`src/sv/wtu_pkg.sv`:
```
// shared types, codes and sizes of the watchpoint table unit
`timescale 1ns / 1ps
`default_nettype none

package wtu_pkg;

   // table size and the widths that follow from it
   localparam int TABLE_DEPTH = 16;
   localparam int IDX_W       = (TABLE_DEPTH > 1) ? $clog2(TABLE_DEPTH) : 1;
   localparam int CNT_W       = $clog2(TABLE_DEPTH + 1);

   // stream payload widths
   localparam int REQ_DATA_W  = 160;
   localparam int REQ_USER_W  = 3;
   localparam int RSP_DATA_W  = 216;
   localparam int RSP_USER_W  = 2;

   // operation codes
   typedef enum logic [2:0] {
      OP_SET     = 3'd0,
      OP_CLEAR   = 3'd1,
      OP_CHECK   = 3'd2,
      OP_SUSPEND = 3'd3,
      OP_RESUME  = 3'd4,
      OP_GET     = 3'd5
   } op_type;

   // result status codes
   localparam logic [1:0] STATUS_OK    = 2'd0;
   localparam logic [1:0] STATUS_FULL  = 2'd1;
   localparam logic [1:0] STATUS_RANGE = 2'd2;

   // one table entry
   typedef struct packed {
      logic [31:0] start;
      logic [31:0] len;
      logic [15:0] ident;
      logic        rd;
      logic        wr;
      logic [31:0] hits;
   } entry_type;

   localparam int ENTRY_W = $bits(entry_type);

   // outcome of comparing one entry with the current item
   typedef struct packed {
      logic id_hit;
      logic range_hit;
   } match_type;

   // one result item
   typedef struct packed {
      logic [1:0]  status;
      logic [15:0] result_id;
      logic [4:0]  removed_count;
      logic        halt;
      logic [31:0] entry_address;
      logic [31:0] entry_length;
      logic        entry_on_read;
      logic        entry_on_write;
      logic [31:0] entry_hits;
      logic [31:0] total_hits;
      logic [31:0] hit_value;
      logic [31:0] hit_pc;
   } result_type;

endpackage

`default_nettype wire

```
`src/sv/wtu_ram.sv`:
```
// generic single write, single read ram with registered read data
`timescale 1ns / 1ps
`default_nettype none

module wtu_ram #(
   parameter int WIDTH = 8,
   parameter int DEPTH = 16
) (
   input  wire logic                                       clock,
   input  wire logic                                       wr_en,
   input  wire logic [((DEPTH > 1) ? $clog2(DEPTH) : 1)-1:0] wr_addr,
   input  wire logic [WIDTH-1:0]                           wr_data,
   input  wire logic                                       rd_en,
   input  wire logic [((DEPTH > 1) ? $clog2(DEPTH) : 1)-1:0] rd_addr,
   output logic      [WIDTH-1:0]                           rd_data
);

   logic [WIDTH-1:0] mem_ff [DEPTH];
   logic [WIDTH-1:0] rd_data_ff;

   // write port
   always_ff @(posedge clock) begin
      if (wr_en) begin
         mem_ff[wr_addr] <= wr_data;
      end
   end

   // registered read port
   always_ff @(posedge clock) begin
      if (rd_en) begin
         rd_data_ff <= mem_ff[rd_addr];
      end
   end

   assign rd_data = rd_data_ff;

endmodule

`default_nettype wire

```
`src/sv/wtu_match.sv`:
```
// shared compare unit: id match and direction / range overlap for one entry
`timescale 1ns / 1ps
`default_nettype none

module wtu_match (
   input  wire wtu_pkg::entry_type entry,
   input  wire logic [31:0]        address,
   input  wire logic [31:0]        access_end,
   input  wire logic               wr_access,
   input  wire logic [15:0]        watch_id,
   output wtu_pkg::match_type      result
);

   import wtu_pkg::*;

   logic [31:0] watch_end;
   logic        dir_ok;

   // end of the watched range, wrapping
   assign watch_end = entry.start + entry.len;

   // direction of the access against the entry's enables
   assign dir_ok = wr_access ? entry.wr : entry.rd;

   // overlap test and id compare
   assign result.range_hit = dir_ok && !((access_end <= entry.start) || (address >= watch_end));
   assign result.id_hit    = (entry.ident == watch_id);

endmodule

`default_nettype wire

```
`src/sv/watchpoint_table_unit.sv`:
```
// watchpoint table unit: sequencer, entry table and result register
// set, suspend, resume, clear all and unknown codes go from exec to done; get
// reads its entry in a get state first; check and clear by id scan one entry per
// cycle through the shared compare unit, and a clear that finds its id moves the
// last entry into the removed slot by a read and a write state; one item at a
// time, the next taken in the cycle after the output register is loaded.
// reset clears count, suspend and global hits, sets next id to 1; table is kept.
`timescale 1ns / 1ps
`default_nettype none

module watchpoint_table_unit (
   input  wire logic                            clock,
   input  wire logic                            reset,
   // req_tdata: address, length, on_read, wr_enable, watch_id, entry_index,
   // access_size, wr_access, write_value, pc, zero fill
   input  wire logic                            req_tvalid,
   output logic                                 req_tready,
   input  wire logic [wtu_pkg::REQ_DATA_W-1:0]  req_tdata,
   // req_tuser: operation
   input  wire logic [wtu_pkg::REQ_USER_W-1:0]  req_tuser,
   // rsp_tdata: result_id, removed_count, halt, entry_address, entry_length,
   // entry_on_read, entry_on_write, entry_hits, total_hits, hit_value, hit_pc
   output logic                                 rsp_tvalid,
   input  wire logic                            rsp_tready,
   output logic      [wtu_pkg::RSP_DATA_W-1:0]  rsp_tdata,
   // rsp_tuser: status
   output logic      [wtu_pkg::RSP_USER_W-1:0]  rsp_tuser
);

   import wtu_pkg::*;

   typedef enum logic [6:0] {
      ST_IDLE    = 7'b0000001,
      ST_EXEC    = 7'b0000010,
      ST_SCAN    = 7'b0000100,
      ST_MOVE_RD = 7'b0001000,
      ST_MOVE_WR = 7'b0010000,
      ST_GET     = 7'b0100000,
      ST_DONE    = 7'b1000000
   } state_type;

   // control state
   state_type        state_ff,  state_in;
   logic [CNT_W-1:0] total_ff,  total_in;
   logic [15:0]      next_id_ff, next_id_in;
   logic [7:0]       susp_ff,   susp_in;
   logic [31:0]      global_ff, global_in;
   logic [CNT_W-1:0] scan_ff,   scan_in;
   logic             ev_ff,     ev_in;
   logic [IDX_W-1:0] ev_idx_ff, ev_idx_in;
   logic             rsp_valid_ff, rsp_valid_in;

   // item and result payload
   op_type      op_ff;
   logic [31:0] addr_ff;
   logic [31:0] len_ff;
   logic        rd_ff;
   logic        wr_ff;
   logic [15:0] wid_ff;
   logic [3:0]  idx_ff;
   logic        isw_ff;
   logic [31:0] val_ff;
   logic [31:0] pc_ff;
   logic [31:0] acc_end_ff;
   result_type  res_ff, res_in;
   result_type  rsp_ff;

   // table port signals
   logic             ram_we;
   logic [IDX_W-1:0] ram_waddr;
   entry_type        ram_wdata;
   logic             ram_re;
   logic [IDX_W-1:0] ram_raddr;
   entry_type        ram_rdata;

   logic             accept;
   logic             scan_hit;
   logic             scan_more;
   match_type        match;

   assign req_tready = (state_ff == ST_IDLE);
   assign accept     = req_tvalid && req_tready;

   // entry table
   wtu_ram #(
      .WIDTH (ENTRY_W),
      .DEPTH (TABLE_DEPTH)
   ) u_table (
      .clock   (clock),
      .wr_en   (ram_we),
      .wr_addr (ram_waddr),
      .wr_data (ram_wdata),
      .rd_en   (ram_re),
      .rd_addr (ram_raddr),
      .rd_data (ram_rdata)
   );

   // shared compare unit, fed by the entry just read
   wtu_match u_match (
      .entry      (ram_rdata),
      .address    (addr_ff),
      .access_end (acc_end_ff),
      .wr_access  (isw_ff),
      .watch_id   (wid_ff),
      .result     (match)
   );

   assign scan_hit  = (op_ff == OP_CHECK) ? match.range_hit : match.id_hit;
   assign scan_more = (scan_ff < total_ff);

   // sequencer
   always_comb begin
      state_in     = state_ff;
      total_in     = total_ff;
      next_id_in   = next_id_ff;
      susp_in      = susp_ff;
      global_in    = global_ff;
      scan_in      = scan_ff;
      ev_in        = ev_ff;
      ev_idx_in    = ev_idx_ff;
      res_in       = res_ff;
      ram_we       = 1'b0;
      ram_waddr    = '0;
      ram_wdata    = '0;
      ram_re       = 1'b0;
      ram_raddr    = '0;
      unique case (state_ff)
         ST_IDLE: begin
            if (accept) begin
               res_in   = '0;
               state_in = ST_EXEC;
            end
         end
         ST_EXEC: begin
            state_in = ST_DONE;
            scan_in  = '0;
            ev_in    = 1'b0;
            unique case (op_ff)
               OP_SET: begin
                  if (32'(total_ff) >= 32'(TABLE_DEPTH)) begin
                     res_in.status = STATUS_FULL;
                  end else begin
                     ram_we          = 1'b1;
                     ram_waddr       = total_ff[IDX_W-1:0];
                     ram_wdata.start = addr_ff;
                     ram_wdata.len   = (len_ff == 32'd0) ? 32'd1 : len_ff;
                     ram_wdata.ident = next_id_ff;
                     ram_wdata.rd    = rd_ff;
                     ram_wdata.wr    = (!rd_ff && !wr_ff) ? 1'b1 : wr_ff;
                     ram_wdata.hits  = 32'd0;
                     total_in        = total_ff + CNT_W'(1);
                     res_in.result_id = next_id_ff;
                     next_id_in = (next_id_ff == 16'hFFFF) ? 16'd1 : next_id_ff + 16'd1;
                  end
               end
               OP_CLEAR: begin
                  if (wid_ff == 16'd0) begin
                     res_in.removed_count = 5'(total_ff);
                     total_in             = '0;
                  end else begin
                     state_in = ST_SCAN;
                  end
               end
               OP_CHECK: begin
                  if (susp_ff == 8'd0) begin
                     state_in = ST_SCAN;
                  end
               end
               OP_SUSPEND: begin
                  if (susp_ff != 8'hFF) begin
                     susp_in = susp_ff + 8'd1;
                  end
               end
               OP_RESUME: begin
                  if (susp_ff != 8'd0) begin
                     susp_in = susp_ff - 8'd1;
                  end
               end
               OP_GET: begin
                  if (32'(idx_ff) >= 32'(total_ff)) begin
                     res_in.status = STATUS_RANGE;
                  end else begin
                     ram_re    = 1'b1;
                     ram_raddr = IDX_W'(idx_ff);
                     state_in  = ST_GET;
                  end
               end
               default: begin
                  state_in = ST_DONE;
               end
            endcase
         end
         ST_SCAN: begin
            if (ev_ff && scan_hit) begin
               ev_in = 1'b0;
               if (op_ff == OP_CHECK) begin
                  // count the hit in the entry and globally
                  ram_we            = 1'b1;
                  ram_waddr         = ev_idx_ff;
                  ram_wdata         = ram_rdata;
                  ram_wdata.hits    = ram_rdata.hits + 32'd1;
                  global_in         = global_ff + 32'd1;
                  res_in.result_id  = ram_rdata.ident;
                  res_in.halt       = 1'b1;
                  res_in.entry_hits = ram_rdata.hits + 32'd1;
                  res_in.total_hits = global_ff + 32'd1;
                  res_in.hit_value  = val_ff;
                  res_in.hit_pc     = pc_ff;
                  state_in          = ST_DONE;
               end else begin
                  res_in.removed_count = 5'd1;
                  state_in             = ST_MOVE_RD;
               end
            end else if (scan_more) begin
               // next entry into the compare unit
               ram_re    = 1'b1;
               ram_raddr = scan_ff[IDX_W-1:0];
               scan_in   = scan_ff + CNT_W'(1);
               ev_in     = 1'b1;
               ev_idx_in = scan_ff[IDX_W-1:0];
            end else begin
               ev_in    = 1'b0;
               state_in = ST_DONE;
            end
         end
         ST_MOVE_RD: begin
            // fetch the last entry
            ram_re    = 1'b1;
            ram_raddr = IDX_W'(total_ff - CNT_W'(1));
            state_in  = ST_MOVE_WR;
         end
         ST_MOVE_WR: begin
            // last entry fills the removed slot
            ram_we    = 1'b1;
            ram_waddr = ev_idx_ff;
            ram_wdata = ram_rdata;
            total_in  = total_ff - CNT_W'(1);
            state_in  = ST_DONE;
         end
         ST_GET: begin
            res_in.result_id      = ram_rdata.ident;
            res_in.entry_address  = ram_rdata.start;
            res_in.entry_length   = ram_rdata.len;
            res_in.entry_on_read  = ram_rdata.rd;
            res_in.entry_on_write = ram_rdata.wr;
            res_in.entry_hits     = ram_rdata.hits;
            state_in              = ST_DONE;
         end
         ST_DONE: begin
            if (!rsp_valid_ff || rsp_tready) begin
               state_in = ST_IDLE;
            end
         end
         default: begin
            state_in = ST_IDLE;
         end
      endcase
   end

   // output handshake
   always_comb begin
      if ((state_ff == ST_DONE) && (!rsp_valid_ff || rsp_tready)) begin
         rsp_valid_in = 1'b1;
      end else if (rsp_tready) begin
         rsp_valid_in = 1'b0;
      end else begin
         rsp_valid_in = rsp_valid_ff;
      end
   end

   // control registers
   always_ff @(posedge clock) begin
      if (reset) begin
         state_ff     <= ST_IDLE;
         total_ff     <= '0;
         next_id_ff   <= 16'd1;
         susp_ff      <= 8'd0;
         global_ff    <= 32'd0;
         scan_ff      <= '0;
         ev_ff        <= 1'b0;
         ev_idx_ff    <= '0;
         rsp_valid_ff <= 1'b0;
      end else begin
         state_ff     <= state_in;
         total_ff     <= total_in;
         next_id_ff   <= next_id_in;
         susp_ff      <= susp_in;
         global_ff    <= global_in;
         scan_ff      <= scan_in;
         ev_ff        <= ev_in;
         ev_idx_ff    <= ev_idx_in;
         rsp_valid_ff <= rsp_valid_in;
      end
   end

   // item capture
   always_ff @(posedge clock) begin
      if (accept) begin
         op_ff      <= op_type'(req_tuser);
         addr_ff    <= req_tdata[31:0];
         len_ff     <= req_tdata[63:32];
         rd_ff      <= req_tdata[64];
         wr_ff      <= req_tdata[65];
         wid_ff     <= req_tdata[81:66];
         idx_ff     <= req_tdata[85:82];
         isw_ff     <= req_tdata[89];
         val_ff     <= req_tdata[121:90];
         pc_ff      <= req_tdata[153:122];
         acc_end_ff <= req_tdata[31:0] + {29'd0, req_tdata[88:86]};
      end
   end

   // result and output registers
   always_ff @(posedge clock) begin
      res_ff <= res_in;
      if ((state_ff == ST_DONE) && (!rsp_valid_ff || rsp_tready)) begin
         rsp_ff <= res_ff;
      end
   end

   assign rsp_tvalid = rsp_valid_ff;
   assign rsp_tuser  = rsp_ff.status;
   assign rsp_tdata  = {rsp_ff.hit_pc, rsp_ff.hit_value, rsp_ff.total_hits,
                        rsp_ff.entry_hits, rsp_ff.entry_on_write, rsp_ff.entry_on_read,
                        rsp_ff.entry_length, rsp_ff.entry_address, rsp_ff.halt,
                        rsp_ff.removed_count, rsp_ff.result_id};

endmodule

`default_nettype wire

```
`config.mk`:
```
export PLATFORM = sky130hd
export DESIGN_NAME = watchpoint_table_unit
export DESIGN_NICKNAME = d
export VERILOG_FILES = /design/src/sv/wtu_pkg.sv /design/src/sv/wtu_ram.sv /design/src/sv/wtu_match.sv /design/src/sv/watchpoint_table_unit.sv
export SDC_FILE = /design/constraint.sdc
export NUM_CORES = 2
export LEC_CHECK = 0
export BUFFER_PORTS_ARGS = -buffer_cell sky130_fd_sc_hd__buf_4
export CAP_MARGIN = 20
export CORE_MARGIN = 2
export CORE_UTILIZATION = 32
export CTS_CLUSTER_DIAMETER = 40
export DETAILED_ROUTE_END_ITERATION = 7
export SYNTH_ARGS = -nofsm -noshare
export SYNTH_HDL_FRONTEND = slang
export SYNTH_SLANG_ARGS = --single-unit
```
`constraint.sdc`:
```
create_clock -name clock -period 34.5 [get_ports clock]
set_input_delay 6.9 -clock clock [delete_from_list [all_inputs] [get_ports clock]]
set_output_delay 6.9 -clock clock [all_outputs]
set_load 0.02 [all_outputs]
```
==> key figures <==
Yosys
  – Seq cells post-synth: 2,639
  – Number of synthesized flops with an enable pin: 2,560
  – Leading area contributor after synthesis: edfxtp_1
  – Avg Inst Size Synth: 14.3 sq um
  – Synthesized instance count: 7,343
  – Cell Area, Synth: 105,000 sq um
  – Share of flip-flops with an asynchronous set or reset: 0
  – Seq/Total Area, Yosys: 0.745
  – Post-synth cell types: 75
  – Synth top area share: 0.730
  – Yosys Warn Count: 0
  – Main flop type after synthesis: edfxtp_1
  – Syn Nets: 7,631
  – Area contributors post-synth: edfxtp_1 (73%), nand2_1 (5.7%), mux2i_1 (3.4%)

Global routing
  – Grt total ovfl: 0
  – Global-route usage over all layers: 0.176
  – First-pass GRT wire length: 436,000 microns
  – Largest net degree at the start of global routing: 148
  – Vias in the first global route: 63,000
  – Initial antenna violation count: 13

Power
  – Sequential power share: 0.477
  – P_leak: 0.0449 uW
  – Sw Ratio: 0.206
  – Combinational share of power: 0.013
  – Clock group share of total power: 0.509
  – Worst vdd ir: 40.8 uV
  – Pint: 5950 uW
  – Power per cell area: 59.5 nW/um^2
  – Sw power: 1540 uW

Timing
  – Unrepaired setup endpoints after global routing: false
  – Final worst setup slack: 23,130 ps
  – Fin. Hold Viols: 0
  – Setup TNS: 0 ps
  – Clk_skew: 76.8 ps
  – Worst Max-Slew Pin Slew: 1170 ps
  – Final setup fails: 0
  – F_max: 88.0 MHz
  – Final min period: 11,370 ps
  – Fin. max-slew vios: 0
  – Final period util: 0.329
  – Worst slew margin: 0.217

Layout
  – Fin nets: 8,119
  – FILL cells: 30,200
  – Synth-to-layout area growth: 19.6%
  – Commonest non-fill, non-tap cell in the layout: edfxtp_1
  – Share of layout cells above drive strength 1: 0.146
  – Most frequent cells in the layout: edfxtp_1 (2,560), nand2_1 (1,589), nand3_1 (590)

Setup path
  – Reg2Reg Depth: 27
  – FF-to-FF End: u_table.mem_ff[14][83]$_DFFE_PP_
  – Worst Path Arrival: 11,820 ps
  – Worst Path Required: 34,950 ps
  – FF-to-FF Start: u_table.rd_data[52]$_DFFE_PP_
  – Worst-path maximum fanout: 58
  – Crit path capture type: register
  – R2R setup slack: 23,130 ps
  – Worst setup SP type: register
  – Setup CP Type: reg2reg

Clock tree
  – Postcts setup bufs: 0
  – Clock sinks: 2,639
  – CTS Buffer Depth: 4
  – Clock Pin Slew Worst Setup and Hold Paths: 60 ps
  – CTS tree: done
  – Clock latency on the worst-skew pair: 900 ps
  – Clock H-tree levels: 5
  – Clock root cell: clkbuf_16
  – Resized Gates After CTS: 0
  – Hold_buf cts: 0
  – Total CTS buffers: 363

Drt
  – Router iterations before antenna repair: 6
  – Number of DRC markers in iteration 0: 7,528
  – Routed via count: 65,200
  – DRT antenna net count: 0
  – DR DRC count: 0
  – Routed vias/inst: 5.22
  – Final WL: 305,000 microns
  – WL per Instance: 24.5 microns

Floorplan
  – Initial Util: 0.322
  – Die Area: 334,000 sq um
  – Core area: 327,000 sq um
  – Die extent in y: 578 microns
  – Die Wd: 578 microns
  – Core Rows: 210
  – Top Ports: 387

Place
  – PortBufs: 380
  – GPL Wtd Cong: 0.830
  – Hpwl dp: 170,000 microns
  – DP Worst Slack: 23,130 ps

Min path
  – Min-delay src: res_ff[73]$_SDFFCE_PN0P_
  – Hold crit path type: reg2reg
  – Worst hold stages: 0
  – WHS Endpoint: rsp_tdata[129]$_DFFE_PP_

Job
  – Number of max-cap violations: 0

Outcome
  – Status: completed
==> worst max-delay path by stage <==
| stage | start | endpoint | slack [ps] | cells past startpoint |
|---|---|---|---|---|
| detailed placement | u_table.rd_data[50]$_DFFE_PP_ | u_table.mem_ff[0][90]$_DFFE_PP_ | 23130 | 28 |
| global placement | u_table.rd_data[50]$_DFFE_PP_ | u_table.mem_ff[0][62]$_DFFE_PP_ | 23240 | 28 |
| floorplan | rsp_tready | rsp_tdata[0]$_DFFE_PP_ | 17080 | 2 |
| CTS | u_table.rd_data[50]$_DFFE_PP_ | u_table.mem_ff[0][87]$_DFFE_PP_ | 23000 | 28 |
| global route | u_table.rd_data[50]$_DFFE_PP_ | u_table.rd_data[87]$_DFFE_PP_ | 22750 | 30 |
| finish | u_table.rd_data[52]$_DFFE_PP_ | u_table.mem_ff[14][83]$_DFFE_PP_ | 23130 | 27 |
==> worst max-delay path: stages (launching register included) <==
cell and delay (ps):
edfxtp_1 620, ha_1 440, nor2b_1 150, o31ai_1 400
a21oi_1 170, a211oi_1 510, nor3_1 150, o221ai_1 340
o21ai_0 240, o311a_1 350, a311oi_1 440, a21oi_1 170
xnor2_1 150, ha_1 260, nand2_1 110, nor3_1 140
a211oi_1 320, nand4_1 180, a211o_1 520, nor2_2 790
o211a_1 300, or2_4 120, buf_4 710, a2bb2oi_1 510
nor2_4 200, buf_4 730, buf_4 970, buf_4 800
==> cell type report <==
class | instances | area (sq um) | area share
antenna | 13 | 32.5 | 0.000258
clock buffer | 402 | 9350 | 0.0742
clock inverter | 260 | 3140 | 0.0249
inverter | 75 | 289 | 0.00230
multi-input combinational | 4223 | 25100 | 0.199
sequential | 2639 | 78500 | 0.623
tap | 4346 | 5440 | 0.0432
timing repair buffer | 529 | 4120 | 0.0327
==> power groups by stage <==
stage / clock, uW / sequential [uW] / combinational (uW)
after global routing: 4000 / 3580 / 110
after floorplan: 0 / 3630 / 49.0
final: 3820 / 3580 / 99.6
after global placement: 0 / 3640 / 97.9
after detailed placement: 0 / 3640 / 99.8
after CTS: 3860 / 3580 / 100
==> sequential cells by signal, summed over array words and instances (netlist names), 114 cells and up <==
register / flops
res_ff: 218
rsp_tdata: 216
u_table.mem_ff: 1824
u_table.rd_data: 114
==> cell usage after synthesis (10+ instances only) <==
cell type and number:
a211oi_1 11, a22o_1 98, nand2b_1 18, xor2_1 76, nand3_1 592, buf_2 99
a32oi_1 74, a221o_1 55, o21bai_1 10, and2_1 110, nor3_1 18, nor4_1 21
buf_6 14, nand2_1 1595, xnor2_1 80, a311oi_1 56, ha_1 118, mux2i_1 357
inv_1 75, a21oi_1 122, o21ai_0 116, dfxtp_1 79, o211ai_1 19, nor2_1 206
and3_1 98, o221ai_1 75, nand4_1 45, clkbuf_1 240, o31ai_1 55, buf_4 17
or3_1 39, a21o_1 19, nor2b_1 13, buf_1 36, a2bb2oi_1 12, o2111ai_1 12
edfxtp_1 2560
==> stage by stage <==
step                      area (sq um)  total power, uW  hold slack, ps  cells   util
after floorplan                 105000             3680             400   7343      -
after global placement          113000             3740             401  11800  0.346
after detailed placement        113000             3740             405  11800  0.346
after CTS                       126000             7540             389  12500  0.384
after global routing            126000             7690             397  12500  0.385
final                           126000             7490             390  12500  0.385
==> metal layers <==
| metal | vias to the layer above | GRT usage | part of all wire |
|---|---|---|---|
| met5 | - | 0 | 0.00010 |
| met4 | 6 | 0.0542 | 0.029 |
| met3 | 503 | 0.0357 | 0.093 |
| met2 | 3080 | 0.282 | 0.46 |
| met1 | 33000 | 0.241 | 0.42 |
| li1 | 28600 | - | - |
==> kinds of logic (layout without fill, tap and decap cells) <==
group | after synthesis | in the layout | synth area share
flip-flops | 2639 | 2639 | 0.745
XOR/XNOR | 156 | 156 | 0.0130
other | 0 | 13 | 0
AO/OA/AOI/OAI | 795 | 795 | 0.0568
multiplexers | 358 | 358 | 0.0340
AND/OR/NAND/NOR | 2793 | 2793 | 0.117
buffers and inverters | 481 | 1266 | 0.0199
adder cells (fa/ha/maj) | 121 | 121 | 0.0146
Power figures use the tool's default switching activity.
